**config.mk**
```make
export PLATFORM = sky130hd
export DESIGN_NAME = tccw_ctrl
export DESIGN_NICKNAME = d
export VERILOG_FILES = /design/src/design/tccw_pkg.sv /design/src/design/tccw_ctrl.sv
export SDC_FILE = /design/constraint.sdc
export NUM_CORES = 1
export LEC_CHECK = 0
export BUFFER_PORTS_ARGS = -buffer_cell sky130_fd_sc_hd__buf_2
export CORE_AREA = 4 4 41 43
export CTS_BUF_LIST = sky130_fd_sc_hd__clkbuf_16
export DETAILED_ROUTE_END_ITERATION = 10
export DIE_AREA = 0 0 45 47
export SYNTH_ARGS = -nofsm -noshare
export SYNTH_HDL_FRONTEND = slang
export SYNTH_SLANG_ARGS = --single-unit
```
**constraint.sdc**
```tcl
create_clock -name clk -period 1.7 [get_ports clk]
set_input_delay 0.085 -clock clk [delete_from_list [all_inputs] [get_ports clk]]
set_output_delay 0.085 -clock clk [all_outputs]
set_load 0.02 [all_outputs]
```
**src/design/tccw_pkg.sv**
```systemverilog
// Shared types and constants for the text console character writer.
// No dependencies; imported by the controller, datapath and top level.
package tccw_pkg;

	localparam int OP_W    = 1;
	localparam int CHAR_W  = 8;
	localparam int INDEX_W = 11;
	localparam int CELL_W  = 16;
	localparam int CROW_W  = 5;
	localparam int CCOL_W  = 7;
	localparam int COLOR_W = 8;

	localparam logic [OP_W-1:0]    OP_PUT       = 1'b0;
	localparam logic [OP_W-1:0]    OP_READ      = 1'b1;
	localparam logic [CHAR_W-1:0]  NEWLINE_CODE = 8'h0A;
	localparam logic [CHAR_W-1:0]  SPACE_CODE   = 8'h20;
	localparam logic [CELL_W-1:0]  BLANK_RESET  = 16'h0720;
	localparam logic [COLOR_W-1:0] COLOR_RESET  = 8'h07;

	typedef enum logic [4:0] {
		ST_CLEAR  = 5'b00001,
		ST_IDLE   = 5'b00010,
		ST_ACCESS = 5'b00100,
		ST_FILL   = 5'b01000,
		ST_DONE   = 5'b10000
	} state_t;

	// controller -> datapath
	typedef struct packed {
		logic accept;  // latch a request from the input ports
		logic clear;   // write one blank cell of the power-up clearing pass
		logic access;  // cell write or read, cursor update
		logic fill;    // write one blank cell of the scrolled-in row
		logic load;    // move the result into the output register
	} cmd_t;

	// datapath -> controller
	typedef struct packed {
		logic clear_last;
		logic scroll;
		logic fill_last;
	} sts_t;

endpackage

```
**src/design/tccw_ctrl.sv**
```systemverilog
// Controller state machine for the text console character writer.
// Depends on tccw_pkg; drives the datapath through cmd_t, watches sts_t.
module tccw_ctrl
	import tccw_pkg::*;
(
	input  logic clk,
	input  logic arst_n,
	input  logic in_valid,
	output logic in_ready,
	output logic out_valid,
	input  logic out_ready,
	input  sts_t sts,
	output cmd_t cmd
);

	state_t state_q, state_d;
	logic   out_valid_q;

	assign in_ready   = (state_q == ST_IDLE);
	assign out_valid  = out_valid_q;

	always_comb begin
		cmd        = '0;
		cmd.accept = in_valid && in_ready;
		cmd.clear  = (state_q == ST_CLEAR);
		cmd.access = (state_q == ST_ACCESS);
		cmd.fill   = (state_q == ST_FILL);
		cmd.load   = (state_q == ST_DONE) && (!out_valid_q || out_ready);
	end

	always_comb begin
		state_d = state_q;
		case (state_q)
			ST_CLEAR: begin
				if (sts.clear_last) state_d = ST_IDLE;
			end
			ST_IDLE: begin
				if (cmd.accept) state_d = ST_ACCESS;
			end
			ST_ACCESS: begin
				state_d = sts.scroll ? ST_FILL : ST_DONE;
			end
			ST_FILL: begin
				if (sts.fill_last) state_d = ST_DONE;
			end
			ST_DONE: begin
				if (cmd.load) state_d = ST_IDLE;
			end
			default: begin
				state_d = ST_CLEAR;
			end
		endcase
	end

	always_ff @(posedge clk or negedge arst_n) begin
		if (!arst_n) begin
			state_q     <= ST_CLEAR;
			out_valid_q <= 1'b0;
		end else begin
			state_q <= state_d;
			if (cmd.load) begin
				out_valid_q <= 1'b1;
			end else if (out_ready) begin
				out_valid_q <= 1'b0;
			end
		end
	end

endmodule

```
==> results of run 1 <==
-- state kept, by name, indices dropped and copies added (netlist names) --
signal	flops
state_q	5
out_valid	1
-- stage by stage --
step           hold WS, ns  cells  area, sq um
2_1_floorplan       -0.211     41          358
3_3_place_gp       -0.0860     69          442
3_5_place_dp       -0.0851     69          442
4_1_cts             0.0690     74          531
5_1_grt             0.0824     74          538
6_report            0.0698     74          538
-- path summary, 6_finish.rpt --
kind / from / end / depth (start not counted)
max in group asynchronous: arst_n / state_q[0] / 2
min in group asynchronous: arst_n / state_q[4] / 2
max reg2reg: state_q[0] / state_q[0] / 4
min reg2reg: state_q[0] / state_q[0] / 1
min: sts[1] / state_q[3] / 2
max: state_q[4] / cmd[4] / 4
-- logic make-up after synthesis --
| family | after synthesis | share of synthesized area |
|---|---|---|
| AO/OA/AOI/OAI | 10 | 0.210 |
| AND/OR/NAND/NOR | 24 | 0.357 |
| buffers and inverters | 1 | 0.0105 |
| flip-flops | 6 | 0.423 |
-- cell usage after synthesis (all sizes together) --
library cell / count
a21o: 1
nand2b: 5
nand3: 2
o32ai: 1
a21oi: 1
o21a: 1
nor2b: 1
nand2: 1
and3: 1
dfrtp: 5
or3: 2
o21ai: 1
a221o: 1
o32a: 1
and2: 2
a311oi: 1
inv: 1
dfstp: 1
o22ai: 2
nor3: 2
nor2: 8
-- power groups by stage --
stage	clock (uW)	sequential (uW)	combinational (uW)
2_1_floorplan	0	215	212
3_3_place_gp	0	224	287
3_5_place_dp	0	223	284
4_1_cts	394	221	288
5_1_grt	403	225	332
6_report	386	222	295
-- routing by layer --
metal | up-vias | track usage | routed length (um)
met5 | - | 0 | 0
met2 | 8 | 0.169 | 463
li1 | 187 | - | -
met3 | 2 | 0.0268 | 40
met1 | 177 | 0.114 | 385
met4 | 0 | 0.0877 | 13
-- area by class of cell --
| cell class | instances | area share |
|---|---|---|
| Clock buffer | 3 | 0.140 |
| Timing Repair Buffer | 14 | 0.140 |
| Clock inverter | 1 | 0.00698 |
| Sequential cell | 6 | 0.281 |
| Tap cell | 15 | 0.0349 |
| Inverter | 1 | 0.00698 |
| Multi-Input combinational cell | 34 | 0.391 |
-- timing repair --
action / CTS / global route
resized for setup: 0 / 2
hold endpoints to repair: 6 / 0
endpoints found under the setup margin: 0 / 1
hold buffers: 1 / 0
==> summary.md, run 1 <==
| Metric | Value |
|---|---|
| Final Power | `904 uW` |
| Area of the multi-input gates | `210 sq um` |
| Max cap viols | `0` |
| Most frequent cells in the layout | `buf_2, nor2_1, nand2b_1, dfrtp_1, clkbuf_16` |
| Syn. warnings | `0` |
| Filler cell count | `145` |
| Crit path buf inv count | `1` |
| Die width | `45 um` |
| Syn_nets | `48` |
| Post-route ant nets | `0` |
| Post-CTS Setup Repair Bufs | `0` |
| Core area | `1300 sq um` |
| Switching Share | `0.318` |
| Hpwl dp | `661 um` |
| Cell taking the most area after synthesis | `dfrtp_1` |
| Post-Synthesis Cell Area | `358 sq um` |
| Clock Latency Late Sink | `0.23 ns` |
| Clock transition at path regs | `0.04 ns` |
| Sequential power share | `0.246` |
| Leakage | `0.000267 uW` |
| Combinational fraction of design power | `0.327` |
| Worst Slack Setup Final | `0.115 ns` |
| Worst Hold Class | `in -> reg` |
| DR vias/cell | `5.05` |
| # diodes | `0` |
| Period minus WS final | `1.58 ns` |
| Clock Skews | `0.00695 ns` |
| Routed len/inst | `12.2 um` |
| Main area contributors after synthesis | `dfrtp_1, nand2b_1, nor2_1` |
| Final wirelength | `903 um` |
| Rows | `13` |
| CTS Root Cell | `clkbuf_16` |
| Number of antenna violations at the first check in global routing | `0` |
| Fin Setup TNS | `0 ns` |
| Starting Density | `0.275` |
| Mapped Cells | `41` |
| Largest net degree at the start of global routing | `8` |
| Power per cell area | `1680 nW/um^2` |
| R2r setup slk | `0.16 ns` |
| Clock power share | `0.427` |
| Setup violators final | `0` |
| Vias in the first global route | `365` |
| Maximum clock path buffer count | `2` |
| Register area share after synthesis | `0.423` |
| Fin. Hold Viols | `0` |
| Commonest non-fill, non-tap cell in the layout | `buf_2` |
| CTS tree | `done` |
| Total gr overflow | `0` |
| Final routed DRC violation total | `0` |
| DP Worst Slack | `0.164 ns` |
| Crit Path Max Fanout | `7` |
| Port-buffer cells | `13` |
| Seq cells post-synth | `6` |
| First-pass DRT Iterations | `4` |
| Area of the die | `2120 sq um` |
| Slowest stage delay, CP | `0.43 ns` |
| Core Util, Final | `0.413` |
| Nets | `67` |
| Avg Cell Area, Syn | `8.73 sq um` |
| Total Routing Usage GR | `0.104` |
| CP Capture Type | `primary output` |
| Crit Path Class | `reg -> out` |
| Critical path's slowest cell | `dfrtp_1` |
| Via count | `374` |
| CTS Sinks | `6` |
| RePlAce Congestion | `0.747` |
| DRT iter0 DRCs | `9` |
| Worst path cell trace | `or3_4 > nor2_2 > and2_1 > buf_2` |
| H-tree level count | `1` |
| Critical Path AT | `1.50 ns` |
| Period utilization | `0.932` |
| First-pass GRT wire length | `1510 um` |
| Layout cells sized above 1 | `0.339` |
| Synth top area share | `0.350` |
| Outcome | `complete, no violations` |
| RSZ-0062 raised after global routing | `no` |
| Slew margin rel. | `0.835` |
| Worst vdd ir | `0.000971 V` |
| Die H | `47 um` |
| IO Pins | `14` |
| Critical Path RT | `1.62 ns` |
| Reg area | `151 sq um` |
| Layout area overhead | `50.3%` |
| Delay-heaviest family, CP | `simple AND/OR/NAND/NOR gates` |
| Least-Margin Pin Slew | `0.246 ns` |
| Synth cell types | `22` |
| Net Sw Power | `288 uW` |
| FMAX | `0.631 GHz` |
| Slew Limit Fails | `0` |
| Setup crit start kind | `flop` |
| Internal power | `616 uW` |
| TritonCTS Buffers | `3` |
No activity file was read; power rests on OpenSTA's default activity.
==> run 2, diff against run 1 <==
--- a/config.mk
+++ b/config.mk
@@ -8,6 +8,7 @@
 export BUFFER_PORTS_ARGS = -buffer_cell sky130_fd_sc_hd__buf_2
 export CORE_AREA = 4 4 41 43
 export CTS_BUF_LIST = sky130_fd_sc_hd__clkbuf_16
+export CTS_CLUSTER_DIAMETER = 50
 export DETAILED_ROUTE_END_ITERATION = 10
 export DIE_AREA = 0 0 45 47
 export SYNTH_ARGS = -nofsm -noshare
==> constraint.sdc (replaced) <==
create_clock -name clk -period 1.9 [get_ports clk]
set_input_delay 0.095 -clock clk [delete_from_list [all_inputs] [get_ports clk]]
set_output_delay 0.095 -clock clk [all_outputs]
set_load 0.02 [all_outputs]
==> run 2 against run 1 <==
- sequential share of layout area grew 0.40 points
- critical path depth unchanged
- hold slack better by 0.017 ns
- highest routed layer is now met3
- wire length shrank 12%
- non-clock buffer count is the same
- via count fell by 4.8%
- setup slack improved by 0.14 ns
- largest cell class unchanged
==> summary.md, run 2 (synthesized netlist as in run 1, its figures left out) <==
| Metric | Value |
|---|---|
| Combinational fraction of design power | `0.322` |
| Maximum clock path buffer count | `2` |
| Clock power share | `0.428` |
| Worst path cell trace | `or3_1 > nor2_1 > and2_1 > buf_2` |
| Worst Hold Class | `in -> reg` |
| Most frequent cells in the layout | `buf_2, nor2_1, nand2b_1, dfrtp_1, clkbuf_16` |
| First-pass GRT wire length | `1280 um` |
| Worst Slack Setup Final | `0.259 ns` |
| Outcome | `complete, no violations` |
| Vias in the first global route | `350` |
| Rows | `13` |
| Layout cells sized above 1 | `0.305` |
| Net Sw Power | `246 uW` |
| Die H | `47 um` |
| Core area | `1300 sq um` |
| Filler cell count | `138` |
| Commonest non-fill, non-tap cell in the layout | `buf_2` |
| Number of antenna violations at the first check in global routing | `0` |
| R2r setup slk | `0.35 ns` |
| Fin Setup TNS | `0 ns` |
| RSZ-0062 raised after global routing | `no` |
| Final routed DRC violation total | `0` |
| Least-Margin Pin Slew | `0.238 ns` |
| DR vias/cell | `4.81` |
| Internal power | `545 uW` |
| # diodes | `0` |
| H-tree level count | `1` |
| Post-cts resize count | `0` |
| Total Routing Usage GR | `0.0858` |
| Critical Path RT | `1.80 ns` |
| Starting Density | `0.275` |
| Slowest stage delay, CP | `0.45 ns` |
| Slew margin rel. | `0.840` |
| CP Capture Type | `primary output` |
| Crit Path Class | `reg -> out` |
| Delay-heaviest family, CP | `simple AND/OR/NAND/NOR gates` |
| FMAX | `0.609 GHz` |
| Routed len/inst | `10.7 um` |
| Nets | `67` |
| Leakage | `0.000269 uW` |
| Period utilization | `0.864` |
| Area of the die | `2120 sq um` |
| Crit Path Max Fanout | `7` |
| Reg with most FFs | `state_q` |
| Crit path buf inv count | `1` |
| Critical Path AT | `1.55 ns` |
| Hold_ws | `0.0869 ns` |
| Setup violators final | `0` |
| Max reg flops | `5` |
| Core Util, Final | `0.408` |
| TritonCTS Buffers | `3` |
| CTS Sinks | `6` |
| Slew Limit Fails | `0` |
| Switching Share | `0.311` |
| Via count | `356` |
| RePlAce Congestion | `0.746` |
| Max cap viols | `0` |
| CTS tree | `done` |
| Power per cell area | `1490 nW/um^2` |
| First-pass DRT Iterations | `4` |
| Total gr overflow | `0` |
| Clock transition at path regs | `0.03 ns` |
| Period minus WS final | `1.64 ns` |
| DP Worst Slack | `0.359 ns` |
| Layout area overhead | `48.3%` |
| Post-route ant nets | `0` |
| Final wirelength | `793 um` |
| Clock Skews | `0.00317 ns` |
| IO Pins | `14` |
| Die width | `45 um` |
| Finished Cell Area | `531 sq um` |
| Sequential power share | `0.251` |
| Worst vdd ir | `0.000877 V` |
| Setup crit start kind | `flop` |
| Port-buffer cells | `13` |
| CTS Root Cell | `clkbuf_16` |
| Critical path's slowest cell | `or3_1` |
| Hpwl dp | `645 um` |
| Fin. Hold Viols | `0` |
| Largest net degree at the start of global routing | `8` |
| DRT iter0 DRCs | `9` |
| Clock Latency Late Sink | `0.23 ns` |
| Dpl cell area | `442 sq um` |
[run 2: cell types whose count changed in the layout (fill, tap and decap cells not counted)]
cell | before | now
nor2_1 | 7 | 8
nor2_2 | 1 | 0
or3_1 | 1 | 2
or3_4 | 1 | 0
[run 2: path summary, 6_finish.rpt]
| kind | from | end | cells after the start |
|---|---|---|---|
| max reg2reg | state_q[0] | state_q[0] | 4 |
| max | state_q[4] | cmd[4] | 4 |
| min reg2reg | state_q[0] | state_q[0] | 1 |
| min | sts[1] | state_q[3] | 2 |
| min in group asynchronous | arst_n | state_q[4] | 2 |
| max in group asynchronous | arst_n | state_q[0] | 2 |
[run 2: worst register-to-register path, stage by stage, from the launching register on]
cell and delay [ns]:
dfstp_2 0.55, nor2_1 0.07, and3_1 0.20, a221o_1 0.36, o32a_1 0.30
[run 2: routing by layer]
metal  track usage  vias to the layer above  part of all wire
met5             0                        -                 0
met4        0.0702                        0                 0
met3        0.0268                        0             0.043
met2         0.144                        6              0.51
met1        0.0878                      160              0.44
li1              -                      190                 -
[run 2: stage by stage]
step	cells	power [uW]
finish	74	791
floorplan	41	382
global placement	69	458
detailed placement	69	454
global route	74	837
CTS	74	800
[run 2: layout make-up]
class / instances / area [sq um] / area share
inverter: 1 / 3.75 / 0.00708
multi-input combinational: 34 / 203 / 0.382
tap: 15 / 18.8 / 0.0354
clock inverter: 1 / 3.75 / 0.00708
sequential: 6 / 151 / 0.285
timing repair buffer: 14 / 75.1 / 0.142
clock buffer: 3 / 75.1 / 0.142
[run 2: timing repair]
item	4_1_cts	5_1_grt
hold buffers	1	0
setup buffers	0	0
hold endpoints to repair	6	0
[run 2: power groups by stage]
stage | Sequential [uW] | Clock (uW) | Combinational [uW]
global placement | 201 | 0 | 257
detailed placement | 200 | 0 | 254
floorplan | 192 | 0 | 190
finish | 198 | 338 | 254
global route | 202 | 354 | 281
CTS | 198 | 345 | 257
==> run 3, diff against run 2 <==
--- a/config.mk
+++ b/config.mk
@@ -5,12 +5,16 @@
 export SDC_FILE = /design/constraint.sdc
 export NUM_CORES = 1
 export LEC_CHECK = 0
+export ABC_AREA = 1
 export BUFFER_PORTS_ARGS = -buffer_cell sky130_fd_sc_hd__buf_2
-export CORE_AREA = 4 4 41 43
+export CELL_PAD_IN_SITES_DETAIL_PLACEMENT = 2
+export CELL_PAD_IN_SITES_GLOBAL_PLACEMENT = 2
+export CORE_AREA = 4 4 44 46
 export CTS_BUF_LIST = sky130_fd_sc_hd__clkbuf_16
 export CTS_CLUSTER_DIAMETER = 50
 export DETAILED_ROUTE_END_ITERATION = 10
-export DIE_AREA = 0 0 45 47
+export DIE_AREA = 0 0 48 50
+export PLACE_DENSITY_LB_ADDON = 0.3
 export SYNTH_ARGS = -nofsm -noshare
 export SYNTH_HDL_FRONTEND = slang
 export SYNTH_SLANG_ARGS = --single-unit
==> run 3 against run 2 <==
- sequential power is 3% higher
- area after synthesis is 2.1% lower
- hold slack worse by 0.0036 ns
- wire length is 38% higher
- fmax is 17% higher
- design area is 1.2% lower
- clock skew is 0.0013 ns lower
- power is 0.28% lower
- final cell count is 12% higher
- setup slack better by 0.24 ns
- largest cell class unchanged
- largest power group unchanged
==> summary.md, run 3 <==
| Metric | Value |
|---|---|
| Dominant synthesized flop cell | `dfrtp_1` |
| Commonest non-fill, non-tap cell in the layout | `buf_2` |
| Power per cell area | `1500 nW/um^2` |
| Endpoint, Worst Hold | `out_valid` |
| Met1 usage | `0.159` |
| Main area contributors after synthesis | `dfrtp_1, inv_1, nand2_1` |
| Starting Density | `0.233` |
| Final std cells w/o fill | `83` |
| CTS Root Cell | `clkbuf_16` |
| Total Routing Usage GR | `0.116` |
| Syn_nets | `56` |
| Most frequent cells in the layout | `buf_2, inv_1, nand2_1` |
| First-pass GRT wire length | `1910 um` |
| Cell depth of the worst flop-to-flop path | `7` |
| Filler cell count | `199` |
| Mapped Cells | `49` |
| Max cap viols | `0` |
| Port-buffer cells | `13` |
| Layout area overhead | `49.6%` |
| Synth top area share | `0.357` |
| Critical Path RT | `1.80 ns` |
| Post-synth top cells | `inv_1, nand2_1, nor2_1` |
| Routed len/inst | `13.2 um` |
| Busiest grt layer | `met1` |
| Hpwl dp | `833 um` |
| Setup crit start kind | `flop` |
| Register area share after synthesis | `0.432` |
| Largest net degree at the start of global routing | `7` |
| Crit Path Max Fanout | `6` |
| First-pass DRT Iterations | `2` |
| Rows | `14` |
| Leakage | `0.000333 uW` |
| # diodes | `0` |
| Reg2reg end | `state_q[4]` |
| Synth cell types | `10` |
| Die H | `50 um` |
| Slew margin rel. | `0.857` |
| RePlAce Congestion | `0.695` |
| Slew Limit Fails | `0` |
| Core area | `1510 sq um` |
| Clock Latency Late Sink | `0.23 ns` |
| GR Layer Usage met2 | `0.156` |
| DRT iter0 DRCs | `3` |
| CTS Sinks | `6` |
| Post-cts resize count | `0` |
| Crit Path Class | `reg -> out` |
| R2r setup slk | `0.64 ns` |
| Worst reg2reg startpoint | `state_q[0]` |
| Layout cells sized above 1 | `0.284` |
| Outcome | `complete, no violations` |
| Least-Margin Pin Slew | `0.215 ns` |
| Most numerous cell in the Yosys netlist | `inv_1` |
| Total gr overflow | `0` |
| Post-Synthesis Cell Area | `350 sq um` |
| Critical Path AT | `1.30 ns` |
| CP Capture Type | `primary output` |
| Fin. Hold Viols | `0` |
| Area of the die | `2400 sq um` |
| Seq cells post-synth | `6` |
| EDFF count, synth | `0` |
| Worst vdd ir | `0.000603 V` |
| Hold path depth | `2` |
| Period utilization | `0.736` |
| DR vias/cell | `4.53` |
| Fin Setup TNS | `0 ns` |
| Clock Skews | `0.00184 ns` |
| Setup violators final | `0` |
| FMAX | `0.715 GHz` |
| Via count | `376` |
| Max reg flops | `5` |
| Hold path startpoint | `out_ready` |
| Number of antenna violations at the first check in global routing | `0` |
| TritonCTS Buffers | `3` |
| Placed Instances | `78` |
| Post-route ant nets | `0` |
| Avg Cell Area, Syn | `7.15 sq um` |
| Cell taking the most area after synthesis | `dfrtp_1` |
| Nets | `75` |
| Clock transition at path regs | `0.03 ns` |
| Die width | `48 um` |
| Vias in the first global route | `404` |
| CTS tree | `done` |
| IO Pins | `14` |
| Reg with most FFs | `state_q` |
| Final wirelength | `1090 um` |
| Worst Hold Class | `in -> reg` |
| Final routed DRC violation total | `0` |
| Syn. warnings | `0` |
| RSZ-0062 raised after global routing | `no` |
| H-tree level count | `1` |
| Period minus WS final | `1.40 ns` |
| Maximum clock path buffer count | `2` |
| Met3 usage | `0.0218` |
| FFs w/ async S/R, synth | `1.00` |
## run 3: per-layer routing
layer / part of all wire / up-vias
li1: - / 193
met1: 0.49 / 173
met2: 0.45 / 8
met3: 0.040 / 2
met4: 0.017 / 0
met5: 0 / -
## run 3: how the worst max path moves through the flow
stage	start	to	cells after the start	slack (ns)
after global placement	state_q[0]	state_q[1]	7	0.74
final	state_q[2]	cmd[4]	4	0.50
after detailed placement	state_q[0]	state_q[4]	7	0.66
after global routing	state_q[2]	cmd[4]	4	0.40
after floorplan	state_q[0]	state_q[1]	7	0.81
after CTS	state_q[2]	cmd[4]	4	0.49
## run 3: cells by family (layout without fill, tap and decap cells)
family          after synthesis  count (layout)  synth area share
flops                         6               6             0.432
buf+inv                      11              29             0.118
simple gates                 29              29             0.407
compound gates                3               3            0.0428
## run 3: layout make-up
cell class                 instances  area (sq um)  area share
clock inverter                     1          3.75     0.00716
timing repair buffer              14          75.1       0.143
tap                               16          20.0      0.0382
inverter                          11          41.3      0.0788
multi-input combinational         32           158       0.301
sequential                         6           151       0.289
clock buffer                       3          75.1       0.143
## run 3: worst max-delay path, stage by stage, from the launching register on
cell     delay [ns]
dfrtp_1        0.42
nor2_4         0.20
nand3_1        0.17
nor2_1         0.12
buf_2          0.17
## run 3: power by group
part / total (uW) / leakage (uW) / internal (uW) / switching, uW
registers: 203 / 0.0000786 / 165 / 38.5
logic: 240 / 0.000212 / 80.2 / 160
clock network: 345 / 0.0000423 / 273 / 72.5
## run 3: what timing repair did
action,4_1_cts,5_1_grt
setup endpoints to repair,0,0
hold buffers,1,0
endpoints found under the hold margin,6,0
buffers inserted,0,0
## run 3: through the flow
step / util / hold WS, ns / power, uW / setup WS (ns) / instance area, sq um
after floorplan: - / -0.201 / 362 / 0.810 / 350
after global placement: 0.289 / -0.0730 / 434 / 0.744 / 435
final: 0.348 / 0.0832 / 789 / 0.501 / 524
after CTS: 0.348 / 0.0863 / 800 / 0.486 / 524
after detailed placement: 0.289 / -0.0709 / 439 / 0.662 / 435
after global routing: 0.348 / 0.0920 / 848 / 0.399 / 524
